<file path="src/rtl/mntt_pkg.sv">
`default_nettype none
// ----------------------------------------------------------------------------
// mntt_pkg: shared types and constants of the NTT coefficient unit
// Field structs, modulus and store sizes, operation and register codes,
// sequencer states.
// ----------------------------------------------------------------------------
package mntt_pkg;

  // Modulus and store depth
  localparam int unsigned PRIME      = 40961;
  localparam int unsigned MAX_LENGTH = 256;

  // Widths
  localparam int unsigned VAL_W = 16;                     // residues
  localparam int unsigned POS_W = 8;                      // position field
  localparam int unsigned LEN_W = 9;                      // length register
  localparam int unsigned IDX_W = $clog2(MAX_LENGTH);     // store address
  localparam int unsigned NW    = $clog2(MAX_LENGTH + 1); // counts up to depth
  localparam int unsigned CNT_W = $clog2(POS_W);          // remainder steps

  // Barrett reciprocal for products below 2^32
  localparam logic [31:0] BARRETT_REC = 32'((64'd1 << 32) / PRIME);

  // Register reset values
  localparam logic [VAL_W-1:0] TWIDDLE_RST = 16'd36043;
  localparam logic [VAL_W-1:0] NORM_RST    = 16'd38401;
  localparam logic [LEN_W-1:0] LENGTH_RST  = 9'd256;

  // Configuration register indexes
  localparam int unsigned CFG_IDX_W = 2;
  localparam logic [CFG_IDX_W-1:0] CFG_TWIDDLE = 2'd0;
  localparam logic [CFG_IDX_W-1:0] CFG_NORM    = 2'd1;
  localparam logic [CFG_IDX_W-1:0] CFG_LENGTH  = 2'd2;

  // Operation codes
  localparam logic [1:0] OP_WRITE   = 2'd0;
  localparam logic [1:0] OP_FORWARD = 2'd1;
  localparam logic [1:0] OP_INVERSE = 2'd2;

  typedef struct packed {
    logic [1:0]       operation;
    logic [POS_W-1:0] position;
    logic [VAL_W-1:0] sample;
  } in_item_t;

  typedef struct packed {
    logic [VAL_W-1:0] coefficient;
    logic [POS_W-1:0] out_position;
  } out_item_t;

  typedef enum logic [3:0] {
    ST_IDLE,
    ST_BLD_INIT,
    ST_BLD_ISSUE,
    ST_BLD_WAIT,
    ST_REM,
    ST_ACC_RUN,
    ST_ACC_DRAIN,
    ST_NORM_ISSUE,
    ST_NORM_WAIT,
    ST_EMIT
  } mntt_state_t;

endpackage
`default_nettype wire

</file>
<file path="src/rtl/mntt_modmul.sv">
`default_nettype none
// ----------------------------------------------------------------------------
// mntt_modmul: pipelined modular multiplier
// (a * b) mod PRIME through Barrett reduction; four stages, one product
// accepted every cycle.
// ----------------------------------------------------------------------------
module mntt_modmul (
  input  wire logic                      clk,
  input  wire logic                      rst,
  input  wire logic                      in_valid,
  input  wire logic [mntt_pkg::VAL_W-1:0] a,
  input  wire logic [mntt_pkg::VAL_W-1:0] b,
  output logic                           out_valid,
  output logic [mntt_pkg::VAL_W-1:0]     res
);
  import mntt_pkg::*;

  logic        v1, v2, v3;
  logic [31:0] prod1, prod2, prod3;
  logic [31:0] q2;
  logic [31:0] qp3;
  logic [63:0] q_full;
  logic [31:0] r_raw;
  logic [31:0] r_red;

  assign q_full = 64'(prod1) * 64'(BARRETT_REC);
  assign r_raw  = prod3 - qp3;
  // estimate is low by at most one, so a single correction suffices
  assign r_red  = (r_raw >= 32'(PRIME)) ? r_raw - 32'(PRIME) : r_raw;

  always_ff @(posedge clk) begin
    if (rst) begin
      v1        <= 1'b0;
      v2        <= 1'b0;
      v3        <= 1'b0;
      out_valid <= 1'b0;
    end else begin
      v1        <= in_valid;
      v2        <= v1;
      v3        <= v2;
      out_valid <= v3;
    end
  end

  always_ff @(posedge clk) begin
    prod1 <= 32'(a) * 32'(b);
    q2    <= q_full[63:32];
    prod2 <= prod1;
    qp3   <= q2 * 32'(PRIME);
    prod3 <= prod2;
    res   <= r_red[VAL_W-1:0];
  end

endmodule
`default_nettype wire

</file>
<file path="config.mk">
export PLATFORM = sky130hd
export DESIGN_NAME = mntt_modmul
export DESIGN_NICKNAME = d
export VERILOG_FILES = /design/src/rtl/mntt_pkg.sv /design/src/rtl/mntt_modmul.sv
export SDC_FILE = /design/constraint.sdc
export NUM_CORES = 2
export LEC_CHECK = 0
export ABC_AREA = 1
export BUFFER_PORTS_ARGS = -buffer_cell sky130_fd_sc_hd__buf_4
export CORE_MARGIN = 1
export CORE_UTILIZATION = 50
export DETAILED_ROUTE_END_ITERATION = 8
export PLACE_DENSITY = 0.66
export RECOVER_POWER = 25
export SLEW_MARGIN = 20
export SYNTH_ARGS = -nofsm -noshare
export SYNTH_HDL_FRONTEND = slang
export SYNTH_SLANG_ARGS = --single-unit
export TNS_END_PERCENT = 30
</file>
<file path="constraint.sdc">
create_clock -name clk -period 6.96 [get_ports clk]
set_input_delay 0.696 -clock clk [delete_from_list [all_inputs] [get_ports clk]]
set_output_delay 0.696 -clock clk [all_outputs]
set_load 0.03 [all_outputs]
</file>
Yosys cells after proc, flatten, opt, wreduce, memory -nomap -nowiden
Index checks and enable logic that the tools add are counted.
{"block": "totals", "register_bits": 165, "inputBits": 35, "output_inout_bits": 17, "word_cells": 17}
{"block": "op_classes", "addsub": 2, "multipliers": 3, "order_cmp": 1, "mux": 1}
{"op": "multiplier 32 x 17 -> 49 bit, second input constant", "n": 1}
{"op": "greater-or-equal comparator 32 x 16 -> 1 bit, second input constant", "n": 1}
{"op": "multiplier 16 x 16 -> 32 bit", "n": 1}
{"op": "multiplier 17 x 16 -> 32 bit, second input constant", "n": 1}
{"op": "subtractor 32 bit", "n": 1}
{"op": "two-way mux 16 bit", "n": 1}
{"op": "subtractor 16 bit, second input constant", "n": 1}

Depth between registers and ports, before layout
{"block": "logic_depth", "word_depth": 3, "ltp_mapped": 28, "mapped_depth_nobuf": 26}

Worst setup path before layout
No wires, ideal clock.
{"block": "synth_path", "path_kind": "in2reg", "from": "input a[7] (netlist bit)", "to": "register prod1[29]", "setup_time_ns": 0.121, "arrival_time_ns": 6.130, "required_ns": 6.839, "path_slack_ns": 0.710, "stages": 23, "path_buffers": 2, "path_cell_list": "clkbuf_1 > clkbuf_1 > nand2_1 > fa_1 > inv_1 > fa_1 > inv_1 > fa_1 > inv_1 > fa_1 > fa_1 > inv_1 > fa_1 > inv_1 > ha_1 > nand2_1 > nor2_1 > inv_1 > o21ai_0 > a21oi_1 > o21ai_0 > a21oi_1 > xnor2_1"}
{"block": "synth_between", "elab_chain_cells": 1}
{"item": "start, declared", "line_no": "mntt_modmul.sv:11", "text": "input wire logic [mntt_pkg::VAL_W-1:0] a,"}
{"item": "multiplier 16 x 16 -> 32 bit", "line_no": "mntt_modmul.sv:46", "text": "prod1 <= 32'(a) * 32'(b);"}
{"item": "end signal, assigned", "line_no": "mntt_modmul.sv:46"}
{"item": "end, declared", "line_no": "mntt_modmul.sv:19", "text": "logic [31:0] prod1, prod2, prod3;"}
Every way passes these cells.
A chain may end at the register's enable or synchronous reset.

Worst setup path in the final report
Same ends and word-level chain as after synthesis.

==> flow_metrics.tcl <==
set metrics [dict create \
    end_kind "register" \
    synth_nets 4272 \
    synth_top_area_share_pct 29.3 \
    critPathBufInv 7 \
    ys_seq_area_share_pct 12.0 \
    drc 0 \
    wl_met1_um 26900 \
    yosysMostFrequentCell "inv_1" \
    synth_warnings 0 \
    vias 20500 \
    grt_max_degree 18 \
    netlist_instances 3356 \
    max_freq_mhz 168 \
    ios 52 \
    status "finished, final reports clean" \
    firstDrtPassIters 7 \
    start_util_pct 50.8 \
    die_area_um2 56000 \
    dpl_cell_area_um2 28600 \
    antenna_found_initial 1 \
    cts_root_buf "clkbuf_16" \
    ant_nets 0 \
    die_w_um 237 \
    critPathMaxStageDelay_ns 0.54 \
    synth_edf_count 0 \
    grt_pass1_vias 21400 \
    critical-path-slowest-cell "fa_1" \
    routed.top_layer "met4" \
    syn_area_per_cell_um2 8.20 \
    maxCapViolCount 0 \
    ys_ff_latch 165 \
    post_cts_buffers 0 \
    fin_area_um2 29200 \
    cp_top_family "adder cells" \
    hold_buffers 0 \
    num_rows 85 \
    synth_area_um2 27500 \
    finalCritPeriodShare_pct 85.8 \
    setup_viol 0 \
    fillers 5101 \
    clk_pin_slew_ns 0.07 \
    fin_crit_ns 5.97 \
    crit_arrival_ns 6.32 \
    first_iter_violations 884 \
    cts.sinks 165 \
    grt.total_usage_pct 23.8 \
    clock_latency_ns 0.46 \
    relSlewSlack_pct 44.6 \
    synth_flop_cell "dfxtp_1" \
    worstPathCellList "buf_4 -> nand2_1 -> fa_1 -> inv_1 -> fa_1 -> inv_1 -> fa_1 -> inv_1 -> fa_1 -> fa_1 -> inv_1 -> fa_1 -> inv_1 -> ha_1 -> nand2_1 -> nor2_1 -> inv_1 -> o21ai_0 -> a21oi_1 -> o21ai_0 -> a21oi_1 -> xnor2_1" \
    wl_per_cell_um 15.3 \
    htree_levels 4 \
    finClkSkew_ns 0.0118 \
    cts_buffer_depth 2 \
    hold_viol 0 \
    area_growth_pct 6.06 \
    wl_met3_um 1960 \
    ctsResizeCount 0 \
    critPathRequiredTime_ns 7.31 \
    crit_fanout 16 \
    grt_first_pass_wirelength_um 106000 \
    yosys-top-cells-count "inv_1 (828), nand2_1 (712), ha_1 (478)" \
    synth_top_cell_by_area "fa_1" \
    gr-total-overflow 0 \
    place_congestion 0.954 \
    drive_gt1_share_pct 4.08 \
    path_class "in -> reg" \
    viasPerCell 5.01 \
    synthTopCellsByArea "fa_1 (29%), ha_1 (22%), dfxtp_1 (12%)" \
    fin_tns_setup_ns 0 \
    worst_pin_slew_ns 0.829 \
    core-area_um2 54100 \
    async_reset_ff_share_pct 0 \
    port_buffers 51 \
    hold_class "reg -> reg" \
    yosysUniqueCellTypes 44 \
    rsz0062_at_grt "false" \
    wl_met2_um 31700 \
    cts_tree "built" \
    die_h_um 237 \
    startpoint_type "input pin" \
    final_nets 4287 \
    hpwlAfterDp_um 53500 \
    routed_wl_um 62600 \
    cts_buffers 17 \
    maxSlewViolCount 0 \
]
==> worst paths after layout <==
check | startpoint | endpoint | slack, ns | cells after the start
worst max-delay path | a[7] | prod1[29] | 0.99 | 22
worst min-delay path | prod2[8] | prod3[8] | 0.33 | 0
worst max register to register | prod1[18] | q2[15] | 1.07 | 20
worst min register to register | prod2[8] | prod3[8] | 0.33 | 0
==> registers in the layout, indices dropped and copies added, names as in the netlist <==
register / count
out_valid: 1
prod1: 32
prod2: 32
prod3: 32
q2: 17
qp3: 32
res: 16
v1: 1
v2: 1
v3: 1
==> stage by stage <==
stage	hold WS [ns]	setup WS (ns)	util, %	cells
2_1_floorplan	0.310	0.710	-	3356
3_3_place_gp	0.311	0.585	52.8	4048
3_5_place_dp	0.312	0.435	52.8	4048
4_1_cts	0.326	0.918	53.9	4080
5_1_grt	0.331	0.611	53.9	4080
6_report	0.326	0.991	53.9	4081
==> metal layers <==
metal / up-vias / global-route usage, %
li1: 10200 / -
met1: 9727 / 28.8
met2: 401 / 44.0
met3: 107 / 1.97
met4: 0 / 8.21
met5: - / 0
==> final cells by class <==
class                           count  area, um2  area share [%]
Sequential cell                   165       3300            11.3
Inverter                          830       3120            10.7
Multi-Input combinational cell   2290      20800            71.3
Clock inverter                     14        144           0.493
Antenna cell                        1       2.50         0.00858
Tap cell                          696        871            2.98
Clock buffer                       18        439            1.51
Timing Repair Buffer               67        499            1.71
==> logic make-up after synthesis <==
group / count (synthesis) / share of synthesized area, %
AO/OA/AOI/OAI: 245 / 5.06
XOR/XNOR: 118 / 3.78
adder cells (fa/ha/maj): 881 / 51.1
buffers and inverters: 901 / 12.4
flip-flops: 165 / 12.0
AND/OR/NAND/NOR: 1046 / 15.7
==> layout by cell type (no fill, tap or decap), types with 4 or more instances in the layout <==
cell type	netlist	final
nand4_1	40	40
o21bai_1	12	12
nand2_1	712	712
o2111ai_1	6	6
nor4_1	5	5
a21boi_0	4	4
nor2_1	150	150
buf_4	0	66
xnor2_1	32	32
a21oi_1	116	116
clkbuf_16	0	17
dfxtp_1	165	165
a21o_1	15	15
inv_1	828	828
o21a_1	7	7
nand3_1	81	81
nand2_2	21	21
nor3_1	13	13
fa_1	403	403
xor2_1	85	85
ha_1	478	478
a31oi_1	18	18
inv_6	0	5
o21ai_0	58	58
nor2_2	5	5
nand3b_1	6	6
Power is not shown: default switching activity piles up to over one toggle a cycle in this logic, so the estimate is an artifact.
